### config.mk
export PLATFORM = sky130hd
export DESIGN_NAME = integer_to_ascii_formatter_unit
export DESIGN_NICKNAME = d
export VERILOG_FILES = /design/src/hw/rtl/i2a_pkg.sv /design/src/hw/rtl/i2a_cell.sv /design/src/hw/rtl/integer_to_ascii_formatter_unit.sv
export SDC_FILE = /design/constraint.sdc
export NUM_CORES = 1
export LEC_CHECK = 0
export BUFFER_PORTS_ARGS = -buffer_cell sky130_fd_sc_hd__buf_2
export CELL_PAD_IN_SITES_DETAIL_PLACEMENT = 0
export CELL_PAD_IN_SITES_GLOBAL_PLACEMENT = 1
export CORE_ASPECT_RATIO = 0.75
export CORE_MARGIN = 2
export CORE_UTILIZATION = 43
export CTS_CLUSTER_SIZE = 25
export DETAILED_ROUTE_END_ITERATION = 16
export PLACE_DENSITY_LB_ADDON = 0.25
export SYNTH_ARGS = -nofsm -noshare
export SYNTH_HDL_FRONTEND = slang
export SYNTH_SLANG_ARGS = --single-unit
### constraint.sdc
create_clock -name aclk -period 3.8 [get_ports aclk]
set_clock_uncertainty 0.05 [all_clocks]
set_input_delay 0.19 -clock aclk [delete_from_list [all_inputs] [get_ports aclk]]
set_output_delay 0.19 -clock aclk [all_outputs]
set_load 0.02 [all_outputs]
### src/hw/rtl/i2a_pkg.sv
// Shared types, constants and helpers for the integer-to-ASCII formatter.
// No dependencies; used by i2a_cell and integer_to_ascii_formatter_unit.
package i2a_pkg;

    localparam int NUM_CELLS    = 10;                     // decimal digits of a 32-bit value
    localparam int DIGIT_W      = 4;
    localparam int MAG_W        = 32;
    localparam int BIT_CNT_W    = $clog2(MAG_W);
    localparam int CNT_W        = $clog2(NUM_CELLS + 1);
    localparam int HEX16_DIGITS = 4;
    localparam int HEX8_DIGITS  = 2;

    localparam logic [7:0] CHAR_ZERO  = 8'h30;
    localparam logic [7:0] CHAR_A     = 8'h41;
    localparam logic [7:0] CHAR_MINUS = 8'h2D;

    typedef enum logic [2:0] {
        CMD_S16   = 3'd0,
        CMD_U16   = 3'd1,
        CMD_S32   = 3'd2,
        CMD_U32   = 3'd3,
        CMD_HEX16 = 3'd4,
        CMD_HEX8  = 3'd5
    } cmd_t;

    typedef enum logic [1:0] {
        CELL_HOLD   = 2'd0,
        CELL_LOAD   = 2'd1,
        CELL_DABBLE = 2'd2,
        CELL_SHIFT  = 2'd3
    } cell_op_t;

    // Map a 4-bit digit to its ASCII character, uppercase for A..F.
    function automatic logic [7:0] digit_char(input logic [DIGIT_W-1:0] d);
        logic [7:0] res;
        if (d < DIGIT_W'(10)) begin
            res = CHAR_ZERO + 8'(d);
        end else begin
            res = CHAR_A + 8'(d - DIGIT_W'(10));
        end
        return res;
    endfunction

endpackage

### src/hw/rtl/i2a_cell.sv
// One digit cell of the conversion chain: holds a BCD or hex digit.
// Depends on i2a_pkg for the digit width and the cell operation codes.
module i2a_cell (
    input  logic                          aclk,
    input  i2a_pkg::cell_op_t             op,
    input  logic [i2a_pkg::DIGIT_W-1:0]   load_digit,
    input  logic [i2a_pkg::DIGIT_W-1:0]   shift_in,
    input  logic                          carry_in,
    output logic [i2a_pkg::DIGIT_W-1:0]   digit,
    output logic                          carry_out
);

    logic [i2a_pkg::DIGIT_W-1:0] digit_reg;
    logic [i2a_pkg::DIGIT_W-1:0] adj;

    // Add three before the shift when the digit would overflow past nine.
    assign adj       = (digit_reg >= i2a_pkg::DIGIT_W'(5)) ?
                       digit_reg + i2a_pkg::DIGIT_W'(3) : digit_reg;
    assign carry_out = adj[i2a_pkg::DIGIT_W-1];
    assign digit     = digit_reg;

    always_ff @(posedge aclk) begin
        case (op)
            i2a_pkg::CELL_LOAD:   digit_reg <= load_digit;
            i2a_pkg::CELL_DABBLE: digit_reg <= {adj[i2a_pkg::DIGIT_W-2:0], carry_in};
            i2a_pkg::CELL_SHIFT:  digit_reg <= shift_in;
            default:              digit_reg <= digit_reg;
        endcase
    end

endmodule

### src/hw/rtl/integer_to_ascii_formatter_unit.sv
// Top level of the integer-to-ASCII formatter: control, magnitude register,
// output register and the row of i2a_cell digit cells. Depends on i2a_pkg.
//
// Usage: s_command/s_value arrive on a valid/ready request channel; the text
// leaves on m_out_char/m_last, one character per handshake, m_last set on the
// final character. One number is worked on at a time; s_ready is high only
// while the block is idle.
// Decimal modes: a load step, then the shift-and-adjust loop over all 32
// magnitude bits through the ten digit cells (one magnitude bit per cycle),
// an optional '-' step, then the zero scan, which drops suppressed leading
// zeros one at a time, and then the digit sends. Zeros and digits always add
// up to ten. Hex modes load the nibbles straight into the top cells and send
// them; hex16 sends four characters and hex8 sends two.
// Command codes 6 and 7 are taken and produce no characters.
// When the receiver stalls, the character is held in the output register and
// the digit chain waits. Reset (aresetn low, synchronous) returns to idle and
// drops any character not yet taken.
module integer_to_ascii_formatter_unit (
    input  logic        aclk,
    input  logic        aresetn,
    input  logic        s_valid,
    output logic        s_ready,
    input  logic [2:0]  s_command,
    input  logic [31:0] s_value,
    output logic        m_valid,
    input  logic        m_ready,
    output logic [7:0]  m_out_char,
    output logic        m_last
);

    typedef enum logic [2:0] {
        ST_IDLE,
        ST_CONV,
        ST_SIGN,
        ST_SKIP,
        ST_EMIT
    } state_t;

    state_t                             state_reg;
    logic [i2a_pkg::MAG_W-1:0]          mag_reg;
    logic [i2a_pkg::BIT_CNT_W-1:0]      bit_cnt_reg;
    logic [i2a_pkg::CNT_W-1:0]          cnt_reg;
    logic                               neg_reg;
    logic                               dec_reg;
    logic                               m_valid_reg;
    logic [7:0]                         m_out_char_reg;
    logic                               m_last_reg;

    logic [i2a_pkg::MAG_W-1:0]          mag_in;
    logic                               neg_in;
    logic                               out_free;
    logic                               out_load;
    logic                               skip_zero;
    logic                               bcd_ok;
    i2a_pkg::cell_op_t                  cell_op;

    logic [i2a_pkg::DIGIT_W-1:0] digit      [i2a_pkg::NUM_CELLS];
    logic [i2a_pkg::DIGIT_W-1:0] load_digit [i2a_pkg::NUM_CELLS];
    logic                        carry      [i2a_pkg::NUM_CELLS];
    logic [i2a_pkg::DIGIT_W-1:0] top_digit;

    assign s_ready    = (state_reg == ST_IDLE);
    assign m_valid    = m_valid_reg;
    assign m_out_char = m_out_char_reg;
    assign m_last     = m_last_reg;
    assign out_free   = !m_valid_reg || m_ready;
    assign out_load   = ((state_reg == ST_SIGN) || (state_reg == ST_EMIT)) && out_free;
    assign top_digit  = digit[i2a_pkg::NUM_CELLS-1];
    assign skip_zero  = (top_digit == '0) && (cnt_reg > i2a_pkg::CNT_W'(1));

    // Magnitude and sign of the request.
    always_comb begin
        neg_in = 1'b0;
        mag_in = s_value;
        case (i2a_pkg::cmd_t'(s_command))
            i2a_pkg::CMD_S16: begin
                neg_in = s_value[15];
                mag_in = s_value[15] ? 32'h0001_0000 - {16'h0000, s_value[15:0]}
                                     : {16'h0000, s_value[15:0]};
            end
            i2a_pkg::CMD_U16: mag_in = {16'h0000, s_value[15:0]};
            i2a_pkg::CMD_S32: begin
                neg_in = s_value[31];
                mag_in = s_value[31] ? 32'h0 - s_value : s_value;
            end
            default: mag_in = s_value;
        endcase
    end

    always_comb begin
        cell_op = i2a_pkg::CELL_HOLD;
        case (state_reg)
            ST_IDLE: if (s_valid) cell_op = i2a_pkg::CELL_LOAD;
            ST_CONV: cell_op = i2a_pkg::CELL_DABBLE;
            ST_SKIP: if (skip_zero) cell_op = i2a_pkg::CELL_SHIFT;
            ST_EMIT: if (out_free) cell_op = i2a_pkg::CELL_SHIFT;
            default: cell_op = i2a_pkg::CELL_HOLD;
        endcase
    end

    always_comb begin
        bcd_ok = 1'b1;
        for (int i = 0; i < i2a_pkg::NUM_CELLS; i++) begin
            if (digit[i] > i2a_pkg::DIGIT_W'(9)) bcd_ok = 1'b0;
        end
    end

    // Row of digit cells; the most significant digit sits in the top cell.
    for (genvar i = 0; i < i2a_pkg::NUM_CELLS; i++) begin : g_cell
        localparam int H16 = i - (i2a_pkg::NUM_CELLS - i2a_pkg::HEX16_DIGITS);
        localparam int H8  = i - (i2a_pkg::NUM_CELLS - i2a_pkg::HEX8_DIGITS);
        logic [i2a_pkg::DIGIT_W-1:0] hex16_nib;
        logic [i2a_pkg::DIGIT_W-1:0] hex8_nib;
        logic [i2a_pkg::DIGIT_W-1:0] shift_src;
        logic                        carry_src;

        if (H16 >= 0) begin : g_h16
            assign hex16_nib = s_value[i2a_pkg::DIGIT_W*H16 +: i2a_pkg::DIGIT_W];
        end else begin : g_no_h16
            assign hex16_nib = '0;
        end
        if (H8 >= 0) begin : g_h8
            assign hex8_nib = s_value[i2a_pkg::DIGIT_W*H8 +: i2a_pkg::DIGIT_W];
        end else begin : g_no_h8
            assign hex8_nib = '0;
        end
        if (i == 0) begin : g_first
            assign shift_src = '0;
            assign carry_src = mag_reg[i2a_pkg::MAG_W-1];
        end else begin : g_rest
            assign shift_src = digit[i-1];
            assign carry_src = carry[i-1];
        end

        assign load_digit[i] =
            (s_command == i2a_pkg::CMD_HEX16) ? hex16_nib :
            (s_command == i2a_pkg::CMD_HEX8)  ? hex8_nib  : '0;

        i2a_cell u_cell (
            .aclk       (aclk),
            .op         (cell_op),
            .load_digit (load_digit[i]),
            .shift_in   (shift_src),
            .carry_in   (carry_src),
            .digit      (digit[i]),
            .carry_out  (carry[i])
        );
    end

    always_ff @(posedge aclk) begin
        if (!aresetn) begin
            state_reg   <= ST_IDLE;
            m_valid_reg <= 1'b0;
        end else begin
            if (out_load) begin
                m_valid_reg <= 1'b1;
            end else if (m_ready) begin
                m_valid_reg <= 1'b0;
            end
            case (state_reg)
                ST_IDLE: begin
                    if (s_valid) begin
                        mag_reg     <= mag_in;
                        neg_reg     <= neg_in;
                        bit_cnt_reg <= i2a_pkg::BIT_CNT_W'(i2a_pkg::MAG_W - 1);
                        dec_reg     <= 1'b0;
                        if (s_command inside {i2a_pkg::CMD_S16, i2a_pkg::CMD_U16,
                                              i2a_pkg::CMD_S32, i2a_pkg::CMD_U32}) begin
                            dec_reg   <= 1'b1;
                            cnt_reg   <= i2a_pkg::CNT_W'(i2a_pkg::NUM_CELLS);
                            state_reg <= ST_CONV;
                        end else if (s_command == i2a_pkg::CMD_HEX16) begin
                            cnt_reg   <= i2a_pkg::CNT_W'(i2a_pkg::HEX16_DIGITS);
                            state_reg <= ST_EMIT;
                        end else if (s_command == i2a_pkg::CMD_HEX8) begin
                            cnt_reg   <= i2a_pkg::CNT_W'(i2a_pkg::HEX8_DIGITS);
                            state_reg <= ST_EMIT;
                        end
                    end
                end
                ST_CONV: begin
                    mag_reg     <= {mag_reg[i2a_pkg::MAG_W-2:0], 1'b0};
                    bit_cnt_reg <= bit_cnt_reg - i2a_pkg::BIT_CNT_W'(1);
                    if (bit_cnt_reg == '0) begin
                        state_reg <= neg_reg ? ST_SIGN : ST_SKIP;
                    end
                end
                ST_SIGN: begin
                    if (out_free) begin
                        m_out_char_reg <= i2a_pkg::CHAR_MINUS;
                        m_last_reg     <= 1'b0;
                        state_reg      <= ST_SKIP;
                    end
                end
                ST_SKIP: begin
                    // drop leading zeros, always keep the units digit
                    if (skip_zero) begin
                        cnt_reg <= cnt_reg - i2a_pkg::CNT_W'(1);
                    end else begin
                        state_reg <= ST_EMIT;
                    end
                end
                ST_EMIT: begin
                    if (out_free) begin
                        m_out_char_reg <= i2a_pkg::digit_char(top_digit);
                        m_last_reg     <= (cnt_reg == i2a_pkg::CNT_W'(1));
                        cnt_reg        <= cnt_reg - i2a_pkg::CNT_W'(1);
                        if (cnt_reg == i2a_pkg::CNT_W'(1)) state_reg <= ST_IDLE;
                    end
                end
                default: state_reg <= ST_IDLE;
            endcase
        end
    end

    a_emit_count: assert property (@(posedge aclk) disable iff (!aresetn)
        (state_reg == ST_EMIT || state_reg == ST_SKIP) |-> cnt_reg != '0)
        else $error("digit count empty while sending");

    a_last_done: assert property (@(posedge aclk) disable iff (!aresetn)
        (state_reg == ST_EMIT && out_free && cnt_reg == i2a_pkg::CNT_W'(1))
        |=> (state_reg == ST_IDLE && m_valid && m_last))
        else $error("final character not marked or block not idle");

    a_bcd_digits: assert property (@(posedge aclk) disable iff (!aresetn)
        (dec_reg && (state_reg == ST_SKIP || state_reg == ST_EMIT)) |-> bcd_ok)
        else $error("decimal digit out of range after conversion");

endmodule

# [Yosys cells after proc, flatten, opt, wreduce, memory -nomap -nowiden]
# Index checks and enable logic that the tools add are counted.
[word_totals] reg_bits=95 latch_bits=0 ramBits=0 rom_bits=0 in_bits=39 output_inout_bits=11 elab_cells=155 mem_count=0
[classes] add_sub_neg=17 n_mul=0 div=0 order_cmp=12 eq_ne=21 n_shift=0 mux=65 bitwise=0 n_reduce_logical=22
[ops] op="4-bit one-hot mux with 3 select lines" count=10
[ops] op="32-bit two-way mux" count=3
[ops] op="32-bit one-hot mux with 3 select lines" count=1
[ops] op="4-bit two-way mux" count=21
[ops] op="32-bit one-hot mux with 2 select lines" count=1
[ops] op="4-bit by 3-bit >= comparator with 1-bit output, second input constant" count=10
[ops] op="4-bit by 2-bit adder with 4-bit output, second input constant" count=9
[ops] op="1-bit by 32-bit subtractor with 32-bit output, first input constant" count=1
[ops] op="3-bit two-way mux" count=10
[ops] op="8-bit two-way mux" count=3
[ops] op="17-bit by 16-bit subtractor with 18-bit output, first input constant" count=1
[ops] op="8-bit one-hot mux with 2 select lines" count=1
[ops] op="3-bit one-hot mux with 5 select lines" count=1
[ops] op="3-bit by 2-bit equality test with 1-bit output, second input constant" count=4
[ops] op="2-bit inequality test, second input constant" count=6
[ops] op="5-bit one-hot mux with 2 select lines" count=1
[ops] op="3-bit equality test, second input constant" count=3
[ops] op="7-bit by 8-bit adder with 8-bit output, first input constant" count=1
[ops] op="2-bit one-hot mux with 4 select lines" count=1
[ops] op="4-bit one-hot mux with 2 select lines" count=1
[ops] op="2-bit nonzero test" count=4
[ops] op="6-bit by 4-bit adder with 7-bit output, first input constant" count=1
[ops] op="7-bit AND reduction" count=1
[ops] op="3-bit by 1-bit equality test with 1-bit output, second input constant" count=2
[ops] op="other kinds (27)" count=40

# [Longest topological paths before layout]
# Gate-level depths: netlist (run 1).
[depth] ltp_word=7 ltp_mapped=11 depth_no_buf=8

# [Cells and area by module]
# From an unflattened synthesis (run 1), not the netlist that was laid out.
[unflattened] cells_unflattened=760 area_unflattened_um2=6927.9
[by_module_without_submodules] mod="integer_to_ascii_formatter_unit" n_inst=1 cells_per_inst=400 area_per_inst_um2=3687.3 seq_area_each_um2=1581.5
[by_module_without_submodules] mod="i2a_cell" n_inst=10 cells_per_inst=36 area_per_inst_um2=324.1 seq_area_each_um2=120.1

# [Worst setup path after synthesis (run 1)]
# Ideal clock, no wire load.
[synth_path] path_type="register to register" from="register state_reg[0]" to="register bit_cnt_reg[0] (netlist name), enable pin" setup_time_ps=444 arrival_time_ps=3378 required_ps=3306 slack_ps=-71 stages_incl_launch_ff=7 path_buffers=4 period_less_slack_ps=3871 cell_sequence="dfxtp_1 clkbuf_1 or3b_2 buf_6 clkbuf_1 clkbuf_1 a21oi_1"
[synth_via] elab_chain_cells=3 word_cells_on_any_way=5 cone_classes="eq/ne: 2; reduce/logical: 3"
[synth_rtl] element="start, declared" line="integer_to_ascii_formatter_unit.sv:39" source="state_t state_reg;"
[synth_rtl] element="start signal, assigned" line="integer_to_ascii_formatter_unit.sv:185" source="state_reg <= neg_reg ? ST_SIGN : ST_SKIP;"
[synth_rtl] element="3-bit by 1-bit equality test with 1-bit output or 3-bit zero test (tied branches)" line="integer_to_ascii_formatter_unit.sv:160" source="case (state_reg)"
[synth_rtl] element="2-bit nonzero test (no line) or 2-bit inequality test (tied branches)"
[synth_rtl] element="3-bit AND reduction (no line) *"
[synth_rtl] element="end signal, assigned" line="integer_to_ascii_formatter_unit.sv:165" source="bit_cnt_reg <= i2a_pkg::BIT_CNT_W'(i2a_pkg::MAG_W - 1);"
[synth_rtl] element="end signal, assigned" line="integer_to_ascii_formatter_unit.sv:183" source="bit_cnt_reg <= bit_cnt_reg - i2a_pkg::BIT_CNT_W'(1);"
[synth_rtl] element="end, declared" line="integer_to_ascii_formatter_unit.sv:41" source="logic [i2a_pkg::BIT_CNT_W-1:0] bit_cnt_reg;"
# Mark *: on every way between the ends. The rest lies on a longest branch, timed or not.
# A chain may end at the register's enable or synchronous reset.

# [Final worst setup path (run 1)]
[layout_path] from="register g_cell[9].u_cell.digit_reg (netlist bit g_cell[9].u_cell.digit[1])" to="register g_cell[9].u_cell.digit_reg (netlist bit g_cell[9].u_cell.digit[1]), data pin"
[layout_via] elab_chain_cells=6 word_cells_on_any_way=10 cone_classes="order compare: 1; eq/ne: 3; mux: 4; reduce/logical: 2"
[layout_rtl] element="start, declared" line="i2a_cell.sv:13" source="logic [i2a_pkg::DIGIT_W-1:0] digit_reg;"
[layout_rtl] element="start signal, assigned" line="i2a_cell.sv:24" source="i2a_pkg::CELL_LOAD: digit_reg <= load_digit;"
[layout_rtl] element="start signal, assigned" line="i2a_cell.sv:25" source="i2a_pkg::CELL_DABBLE: digit_reg <= {adj[i2a_pkg::DIGIT_W-2:0], carry_in};"
[layout_rtl] element="start signal, assigned" line="i2a_cell.sv:26" source="i2a_pkg::CELL_SHIFT: digit_reg <= shift_in;"
[layout_rtl] element="4-bit zero test" line="integer_to_ascii_formatter_unit.sv:69" source="assign skip_zero = (top_digit == '0) && (cnt_reg > i2a_pkg::CNT_W'(1));"
[layout_rtl] element="1-bit logical AND" line="integer_to_ascii_formatter_unit.sv:69"
[layout_rtl] element="2-bit two-way mux" line="integer_to_ascii_formatter_unit.sv:95" source="ST_SKIP: if (skip_zero) cell_op = i2a_pkg::CELL_SHIFT;"
[layout_rtl] element="2-bit one-hot mux with 4 select lines" line="integer_to_ascii_formatter_unit.sv:92" source="case (state_reg)"
[layout_rtl] element="2-bit equality test or 2-bit by 1-bit equality test with 1-bit output (tied branches)" line="i2a_cell.sv:23" source="case (op)"
[layout_rtl] element="4-bit one-hot mux with 3 select lines *" line="i2a_cell.sv:23"
# Marks and branches as above.

==> metrics.csv, run 1 <==
stage,metric,value,unit
sta,Final setup violation count,0,
critical_path,Worst Setup Start Kind,register,
global_route,initial antenna violation count,0,
critical_path,required time at the worst-slack endpoint,3850,ps
sta,crit path time final,3160,ps
placed_design,cell area reported after detailed placement,6530,um2
floorplan,Starting Density,44.5,%
critical_path,ordered list of cells on the worst path,"inv_1, ha_1, or4b_1, a211o_1, o21ai_2, buf_4, nor4_2, a221o_1",
route,total via count after detailed routing,4863,
floorplan,cell row count,37,
clock_network,post-CTS repair timing setup buffer count,0,
clock_network,Max Root-Sink Buffers,2,
critical_path,worst r2r src,g_cell[9].u_cell.digit[1],
critical_path,largest stage delay on the critical path,450,ps
critical_path,slowest library cell on the worst path,sky130_fd_sc_hd__or4b_1,
logic_synthesis,post-synthesis average cell area,9.67,um2
sta,count of final max-slew check failures,0,
hold_path,startpoint of the most critical hold path,aresetn,
route,Post-route DRC,0,
pwr,peak ir drop on the vdd network,342,uV
global_route,overall track demand over capacity in global routing,20.4,%
critical_path,register-to-register setup slack,640,ps
logic_synthesis,Netlist Area Pre-Place,6180,um2
critical_path,kind of critical path,register to register,
hold_path,Hold Path Stages,3,
pwr,sequential power share,40.4,%
sta,max-slew headroom at the worst pin,25.2,%
route,Starting DRT DRC Count,445,
critical_path,cell class contributing the biggest share of worst-path delay,compound AO/OA/AOI/OAI gates,
global_route,global-route wire length before repair,24400,um
logic_synthesis,proportion of synthesized flip-flops having asynchronous set or reset,0,%
route,total wire length,14600,um
logic_synthesis,portion of synthesized cell area occupied by the leading cell type,43.7,%
clock_network,# H-tree levels,3,
sta,setup total negative slack,0,ps
logic_synthesis,most numerous cell in the Yosys netlist,sky130_fd_sc_hd__edfxtp_1,
pwr,part of the power in combinational logic,43.1,%
clock_network,TritonCTS clock tree,done,
route,average routed wire per standard cell,17.2,um
pwr,proportion of total power due to net switching,40.5,%
final_layout,number of flip-flops under the largest register name,40,
critical_path,launching element of the worst setup path,g_cell[9].u_cell.digit[1],
route,per-cell via count in the routed design,5.70,
pwr,Leakage,0.00247,uW
clock_network,cell at the root of the clock tree,sky130_fd_sc_hd__clkbuf_16,
final_layout,number of antenna repair diodes,0,
sta,Fmax,316,MHz
pwr,proportion of power drawn by the clock network,16.5,%
placed_design,placer congestion estimate,0.847,
job,maximum capacitance violations,0,
critical_path,worst-path maximum fanout,23,
logic_synthesis,fraction of the yosys area taken by sequential cells,45.0,%
floorplan,Die Span X,142,um
logic_synthesis,Cells after Synth,639,
pwr,Psw,2120,uW
pwr,power density of the placed cells,769,nW/um2
critical_path,Critical Path End Type,register,
floorplan,floorplan core area,13900,um2
logic_synthesis,syn_nets,706,
route,number of detailed-routing iterations run before antenna repair,5,
critical_path,arrival time worst endpoint,3210,ps
logic_synthesis,number of synthesized register bits,94,
final_layout,share of cells above drive strength 1,12.5,%
final_layout,summed area of non-filler cells in the final layout,6800,um2
clock_network,clock transition at the registers of the reported paths,60,ps
floorplan,vertical die dimension,108,um
logic_synthesis,cell taking the most area after synthesis,sky130_fd_sc_hd__edfxtp_1,
sta,setup repair after global routing missed its margin,no,
placed_design,Port-buffer cells,48,
global_route,number of global-route vias before repair,4638,
status,run status,finished clean,
clock_network,clock latency reported for the late side of the worst-skew pair,360,ps
clock_network,number of hold buffers added after cts,0,
sta,"Hold Vio Cnt, Final",0,
logic_synthesis,commonest cells in the netlist,"sky130_fd_sc_hd__edfxtp_1 (90), sky130_fd_sc_hd__nand2_1 (72), sky130_fd_sc_hd__o21ai_0 (61)",
sta,Final Cycle Share,83.2,%
global_route,largest net degree at the start of global routing,41,
critical_path,Critical path buffers and inverters,2,
pwr,Int Power,3120,uW
logic_synthesis,number of different library cells in the post-synthesis netlist,65,
global_route,remaining global-route overflow,0,
sta,transition time at the pin with the least slew margin,1110,ps
clock_network,number of clock buffers inserted by TritonCTS,9,
clock_network,Clock Sink Count,94,
floorplan,die outline area,15400,um2
final_layout,final net count,740,
critical_path,Critical R2R Capture,g_cell[9].u_cell.digit[1],
hold_path,hold worst-path end,state_reg[0],
hold_path,path class of the lowest-slack min-delay path,input pin to register,
floorplan,Top-Level Pins,50,
final_layout,total of fill cells in the finished design,1307,
logic_synthesis,top area cells in the synthesized netlist,"sky130_fd_sc_hd__edfxtp_1 (44%), sky130_fd_sc_hd__ha_1 (5.7%), sky130_fd_sc_hd__o21ai_0 (4.9%)",
final_layout,growth of design area from synthesis to finish,10.0,%
logic_synthesis,warning count from the yosys run,0,
clock_network,quantity of gates resized following cts,0,
logic_synthesis,Post-synth EDFFs,90,
placed_design,HPWL Detailed,10300,um
logic_synthesis,leading register cell type out of synthesis,sky130_fd_sc_hd__edfxtp_1,
critical_path,R2R depth,8,
route,Post-DRT Antenna Nets,0,
## layout by cell type, fill, tap and decap left out, types with 3 or more instances in the layout
master	count
sky130_fd_sc_hd__o2bb2ai_1	3
sky130_fd_sc_hd__a211oi_1	3
sky130_fd_sc_hd__clkbuf_16	9
sky130_fd_sc_hd__buf_2	48
sky130_fd_sc_hd__edfxtp_1	90
sky130_fd_sc_hd__and3_1	3
sky130_fd_sc_hd__mux2i_1	9
sky130_fd_sc_hd__nand2_1	72
sky130_fd_sc_hd__o21ai_1	4
sky130_fd_sc_hd__nand2b_1	19
sky130_fd_sc_hd__ha_1	28
sky130_fd_sc_hd__nor4_1	6
sky130_fd_sc_hd__a21oi_1	48
sky130_fd_sc_hd__nor2_1	49
sky130_fd_sc_hd__a22o_1	8
sky130_fd_sc_hd__or3_1	5
sky130_fd_sc_hd__buf_4	8
sky130_fd_sc_hd__nor2b_1	5
sky130_fd_sc_hd__clkbuf_1	3
sky130_fd_sc_hd__a221o_1	14
sky130_fd_sc_hd__inv_1	34
sky130_fd_sc_hd__a31oi_1	9
sky130_fd_sc_hd__nor3b_1	16
sky130_fd_sc_hd__a22oi_1	5
sky130_fd_sc_hd__nand3_1	7
sky130_fd_sc_hd__nor4b_1	3
sky130_fd_sc_hd__xnor2_1	31
sky130_fd_sc_hd__nor3_1	12
sky130_fd_sc_hd__xor2_1	10
sky130_fd_sc_hd__dfxtp_1	4
sky130_fd_sc_hd__or4_1	7
sky130_fd_sc_hd__o21ai_0	61
## logic make-up after synthesis
| logic type | Yosys count | share of synthesized area (%) |
|---|---|---|
| flops | 94 | 45.0 |
| mux | 10 | 1.64 |
| simple gates | 219 | 18.2 |
| buf+inv | 67 | 5.30 |
| other cells | 1 | 0.0607 |
| xor+xnor | 41 | 5.81 |
| compound gates | 179 | 18.3 |
| fa+ha+maj | 28 | 5.67 |
## layout make-up
type	count	area [um2]	share of cell area, %
multi-input cells	478	3100	45.6
flip-flops and latches	94	2780	40.9
repair buffers	56	300	4.41
clock buffers	14	264	3.88
well taps	175	219	3.22
inverters	34	128	1.88
clock inverters	2	8.76	0.129
## through the flow
| step | hold WS [ps] | cells | worst slack (ps) | power [uW] | util (%) |
|---|---|---|---|---|---|
| 6_report | 59.7 | 853 | 638 | 5230 | 49.0 |
| 3_5_place_dp | 429 | 837 | 665 | 4370 | 47.0 |
| 5_1_grt | 72.3 | 853 | 306 | 5670 | 49.0 |
| 2_1_floorplan | 291 | 639 | 473 | 3750 | - |
| 4_1_cts | 46.2 | 853 | 642 | 5270 | 49.0 |
| 3_3_place_gp | 434 | 837 | 718 | 4310 | 47.0 |
## power groups by stage
| stage | Combinational [uW] | Clock (uW) | Sequential, uW |
|---|---|---|---|
| floorplan | 1720 | 0 | 2020 |
| global placement | 2190 | 0 | 2110 |
| detailed placement | 2250 | 0 | 2120 |
| CTS | 2260 | 894 | 2110 |
| global route | 2580 | 921 | 2170 |
| finish | 2250 | 865 | 2110 |
## layer usage
metal | up-vias | GRT usage [%] | wire length, um | share of wire [%]
met5 | - | 0 | 0 | 0
met1 | 2333 | 30.8 | 7460 | 51
met4 | 0 | 5.02 | 144 | 0.98
met3 | 12 | 4.80 | 839 | 5.7
li1 | 2406 | - | - | -
met2 | 112 | 29.3 | 6190 | 42
## tightest hold or removal path: stages
cell	delay, ps
sky130_fd_sc_hd__buf_2	110
sky130_fd_sc_hd__nand2_1	60
sky130_fd_sc_hd__mux2i_1	50
## how the worst max path moves through the flow
stage / to / slack (ps) / cells after the start
2_1_floorplan: g_cell[0].u_cell.digit[0] / 470 / 8
3_3_place_gp: g_cell[9].u_cell.digit[0] / 720 / 8
3_5_place_dp: g_cell[9].u_cell.digit[1] / 660 / 8
4_1_cts: g_cell[9].u_cell.digit[1] / 640 / 8
5_1_grt: g_cell[6].u_cell.digit[2] / 310 / 8
6_report: g_cell[9].u_cell.digit[1] / 640 / 8
(Power assumes the default switching activity.)
==> run 2: changes to the inputs <==
--- a/config.mk
+++ b/config.mk
@@ -5,12 +5,13 @@
 export SDC_FILE = /design/constraint.sdc
 export NUM_CORES = 1
 export LEC_CHECK = 0
+export ABC_AREA = 1
 export BUFFER_PORTS_ARGS = -buffer_cell sky130_fd_sc_hd__buf_2
 export CELL_PAD_IN_SITES_DETAIL_PLACEMENT = 0
 export CELL_PAD_IN_SITES_GLOBAL_PLACEMENT = 1
 export CORE_ASPECT_RATIO = 0.75
 export CORE_MARGIN = 2
-export CORE_UTILIZATION = 43
+export CORE_UTILIZATION = 41
 export CTS_CLUSTER_SIZE = 25
 export DETAILED_ROUTE_END_ITERATION = 16
 export PLACE_DENSITY_LB_ADDON = 0.25
==> constraint.sdc (replaced) <==
create_clock -name aclk -period 2.8 [get_ports aclk]
set_clock_uncertainty 0.05 [all_clocks]
set_input_delay 0.14 -clock aclk [delete_from_list [all_inputs] [get_ports aclk]]
set_output_delay 0.14 -clock aclk [all_outputs]
set_load 0.02 [all_outputs]
==> metrics.csv, run 2 <==
stage,metric,value,unit,change
status,run status,finished clean,,unchanged
route,total via count after detailed routing,5570,,was 4863
pwr,Int Power,4380,uW,was 3120 uW
pwr,proportion of total power due to net switching,42.8,%,was 40.5%
critical_path,cell occurring most often along the worst timing path,sky130_fd_sc_hd__nand2_1,,
sta,crit path time final,2400,ps,was 3160 ps
pwr,proportion of power drawn by the clock network,16.8,%,was 16.5%
logic_synthesis,commonest cells in the netlist,"sky130_fd_sc_hd__nand2_1 (166), sky130_fd_sc_hd__inv_1 (117), sky130_fd_sc_hd__nor2_1 (100)",,"was sky130_fd_sc_hd__edfxtp_1 (90), sky130_fd_sc_hd__nand2_1 (72), sky130_fd_sc_hd__o21ai_0 (61)"
sta,Final Cycle Share,85.6,%,was 83.2%
logic_synthesis,"synthesized-area fraction occupied by ao, oa, aoi and oai cells",16.1,%,was 18.3%
job,maximum capacitance violations,0,,unchanged
placed_design,Port-buffer cells,48,,unchanged
critical_path,worst-path maximum fanout,28,,was 23
pwr,peak ir drop on the vdd network,419,uV,was 342 uV
route,total wire length,16300,um,was 14600 um
logic_synthesis,number of different library cells in the post-synthesis netlist,47,,was 65
critical_path,arrival time worst endpoint,2360,ps,was 3210 ps
logic_synthesis,Cells after Synth,798,,was 639
pwr,Psw,3270,uW,was 2120 uW
clock_network,clock latency reported for the late side of the worst-skew pair,350,ps,was 360 ps
floorplan,vertical die dimension,112,um,was 108 um
critical_path,Worst Setup Start Kind,register,,unchanged
final_layout,number of antenna repair diodes,0,,unchanged
final_layout,total of fill cells in the finished design,1537,,was 1307
floorplan,die outline area,16500,um2,was 15400 um2
pwr,power density of the placed cells,1070,nW/um2,was 769 nW/um2
final_layout,"leading cell type in the layout, fill and taps excluded",sky130_fd_sc_hd__nand2_1,,was sky130_fd_sc_hd__edfxtp_1
logic_synthesis,multiplexer share of the synthesized area,0,%,was 1.64%
logic_synthesis,Netlist Area Pre-Place,6360,um2,was 6180 um2
placed_design,placer congestion estimate,0.884,,was 0.847
floorplan,cell row count,39,,was 37
logic_synthesis,Post-synth EDFFs,90,,unchanged
critical_path,kind of critical path,register to register,,unchanged
sta,setup total negative slack,0,ps,unchanged
clock_network,post-CTS repair timing setup buffer count,0,,unchanged
floorplan,Die Span X,148,um,was 142 um
route,average routed wire per standard cell,15.5,um,was 17.2 um
global_route,initial antenna violation count,0,,unchanged
sta,"Hold Vio Cnt, Final",0,,unchanged
global_route,number of global-route vias before repair,5324,,was 4638
route,Post-DRT Antenna Nets,0,,unchanged
logic_synthesis,fraction of the yosys area taken by sequential cells,43.7,%,was 45.0%
logic_synthesis,warning count from the yosys run,0,,unchanged
logic_synthesis,most numerous cell in the Yosys netlist,sky130_fd_sc_hd__nand2_1,,was sky130_fd_sc_hd__edfxtp_1
sta,max-slew headroom at the worst pin,51.1,%,was 25.2%
global_route,largest net degree at the start of global routing,69,,was 41
sta,Fmax,417,MHz,was 316 MHz
clock_network,TritonCTS clock tree,done,,unchanged
sta,setup repair after global routing missed its margin,no,,unchanged
sta,count of final max-slew check failures,0,,unchanged
critical_path,ordered list of cells on the worst path,"inv_1, ha_1, nand2_1, nor2_1, nand3_1, nand2_2, nor2_2, nand2_1, buf_4",,"was inv_1, ha_1, or4b_1, a211o_1, o21ai_2, buf_4, nor4_2, a221o_1"
logic_synthesis,proportion of synthesized flip-flops having asynchronous set or reset,0,%,unchanged
logic_synthesis,post-synthesis xor/xnor area fraction,2.06,%,was 5.81%
clock_network,cell at the root of the clock tree,sky130_fd_sc_hd__clkbuf_16,,unchanged
hold_path,startpoint of the most critical hold path,s_value[0],,was aresetn
floorplan,Top-Level Pins,50,,unchanged
floorplan,Starting Density,41.8,%,was 44.5%
route,Post-route DRC,0,,unchanged
clock_network,clock transition at the registers of the reported paths,70,ps,was 60 ps
clock_network,Max Root-Sink Buffers,2,,unchanged
route,per-cell via count in the routed design,5.27,,was 5.70
critical_path,Critical Path End Type,register,,unchanged
final_layout,final net count,915,,was 740
logic_synthesis,Synth Area in Simple Gates,23.7,%,was 18.2%
hold_path,Hold Path Stages,3,,unchanged
sta,Final setup violation count,0,,unchanged
final_layout,most used cells in the layout excluding fill and tap cells,"sky130_fd_sc_hd__nand2_1 (166), sky130_fd_sc_hd__inv_1 (117), sky130_fd_sc_hd__nor2_1 (100), sky130_fd_sc_hd__edfxtp_1 (90), sky130_fd_sc_hd__o21ai_0 (59)",,"was sky130_fd_sc_hd__edfxtp_1 (90), sky130_fd_sc_hd__nand2_1 (72), sky130_fd_sc_hd__o21ai_0 (61), sky130_fd_sc_hd__nor2_1 (49)"
pwr,part of the power in combinational logic,46.7,%,was 43.1%
logic_synthesis,portion of synthesized cell area occupied by the leading cell type,42.5,%,was 43.7%
final_layout,growth of design area from synthesis to finish,12.8,%,was 10.0%
floorplan,floorplan core area,15200,um2,was 13900 um2
logic_synthesis,cell taking the most area after synthesis,sky130_fd_sc_hd__edfxtp_1,,unchanged
route,Starting DRT DRC Count,488,,was 445
critical_path,launching element of the worst setup path,g_cell[9].u_cell.digit[0],,was g_cell[9].u_cell.digit[1]
critical_path,worst r2r src,g_cell[9].u_cell.digit[0],,was g_cell[9].u_cell.digit[1]
route,number of detailed-routing iterations run before antenna repair,5,,unchanged
critical_path,slowest library cell on the worst path,sky130_fd_sc_hd__edfxtp_1,,was sky130_fd_sc_hd__or4b_1
global_route,remaining global-route overflow,0,,unchanged
final_layout,share of cells above drive strength 1,11.3,%,was 12.5%
final_layout,final cell count without fillers,1057,,was 853
sta,Min Hold Slack,76.2,ps,was 59.7 ps
pwr,Total Power Consumption,7650,uW,was 5230 uW
clock_network,number of clock buffers inserted by TritonCTS,9,,unchanged
logic_synthesis,leading register cell type out of synthesis,sky130_fd_sc_hd__edfxtp_1,,unchanged
sta,transition time at the pin with the least slew margin,729,ps,was 1110 ps
critical_path,R2R depth,9,,was 8
critical_path,required time at the worst-slack endpoint,2760,ps,was 3850 ps
global_route,overall track demand over capacity in global routing,20.5,%,was 20.4%
placed_design,HPWL Detailed,12200,um,was 10300 um
pwr,sequential power share,36.5,%,was 40.4%
final_layout,number of flip-flops under the largest register name,40,,unchanged
critical_path,largest stage delay on the critical path,460,ps,was 450 ps
hold_path,path class of the lowest-slack min-delay path,input pin to register,,unchanged
pwr,Leakage,0.00300,uW,was 0.00247 uW
logic_synthesis,syn_nets,865,,was 706
global_route,global-route wire length before repair,26800,um,was 24400 um
clock_network,# H-tree levels,3,,unchanged
logic_synthesis,combinational family with the most area after synthesis,simple AND/OR/NAND/NOR gates,,was compound AO/OA/AOI/OAI gates
logic_synthesis,"arithmetic-cell share of the synthesized area counting full adders, half adders and majority gates",5.51,%,was 5.67%
logic_synthesis,top area cells in the synthesized netlist,"sky130_fd_sc_hd__edfxtp_1 (42%), sky130_fd_sc_hd__nand2_1 (9.8%), sky130_fd_sc_hd__inv_1 (6.9%)",,"was sky130_fd_sc_hd__edfxtp_1 (44%), sky130_fd_sc_hd__ha_1 (5.7%), sky130_fd_sc_hd__o21ai_0 (4.9%)"
logic_synthesis,post-synthesis average cell area,7.97,um2,was 9.67 um2
placed_design,Inst Count DP,1041,,was 837
clock_network,Clock Sink Count,94,,unchanged
logic_synthesis,number of synthesized register bits,94,,unchanged
## run 2: cell families after synthesis
family | count (synthesis)
other cells | 1
simple gates | 354
xor+xnor | 15
flops | 94
fa+ha+maj | 28
compound gates | 165
buf+inv | 141
## run 2: worst max-delay path, delay by kind of cell (launching register included)
kind,cells,cell delay (ps)
and+or+nand+nor,6,850
adders and majority gates,1,180
DFF,1,460
buffers and inverters,2,510
## run 2: per-layer routing
layer	share of wire [%]	vias to the layer above	wire length, um	GRT usage, %
li1	-	2814	-	-
met4	1.4	0	235	5.84
met1	52	2580	8520	31.1
met5	0	-	0	0
met3	5.6	19	923	4.06
met2	41	157	6660	29.5
## run 2: final timing paths
check	to	slack [ps]
max	g_cell[5].u_cell.digit[3]	400
min	mag_reg[0]	80
max reg2reg	g_cell[5].u_cell.digit[3]	400
min reg2reg	state_reg[1]	440
## run 2: repair_timing
item | 4_1_cts | 5_1_grt
hold buffers | 1 | 0
gates resized for setup | 0 | 0
endpoints found under the hold margin | 1 | 0
## run 2: stage by stage
step	worst slack [ps]	instance area, um2	util [%]
after floorplan	42.0	6370	-
after global placement	537	6860	45.1
after detailed placement	414	6860	45.1
after CTS	395	7180	47.1
after global routing	80.9	7180	47.1
final	404	7180	47.1
## run 2: final cells by class
cell class / count / area [um2] / area share, %
Clock buffer: 11 / 233 / 3.24
Clock inverter: 4 / 72.6 / 1.01
Inverter: 122 / 458 / 6.38
Multi-Input combinational cell: 563 / 3030 / 42.3
Sequential cell: 94 / 2780 / 38.8
Tap cell: 205 / 256 / 3.57
Timing Repair Buffer: 58 / 343 / 4.78
## run 2: power by group through the flow
stage                     clock (uW)  combinational, uW  sequential [uW]
after global routing            1370               4100             2850
after floorplan                    0               2550             2760
after global placement             0               3460             2790
after detailed placement           0               3560             2810
final                           1290               3570             2790
after CTS                       1320               3580             2790
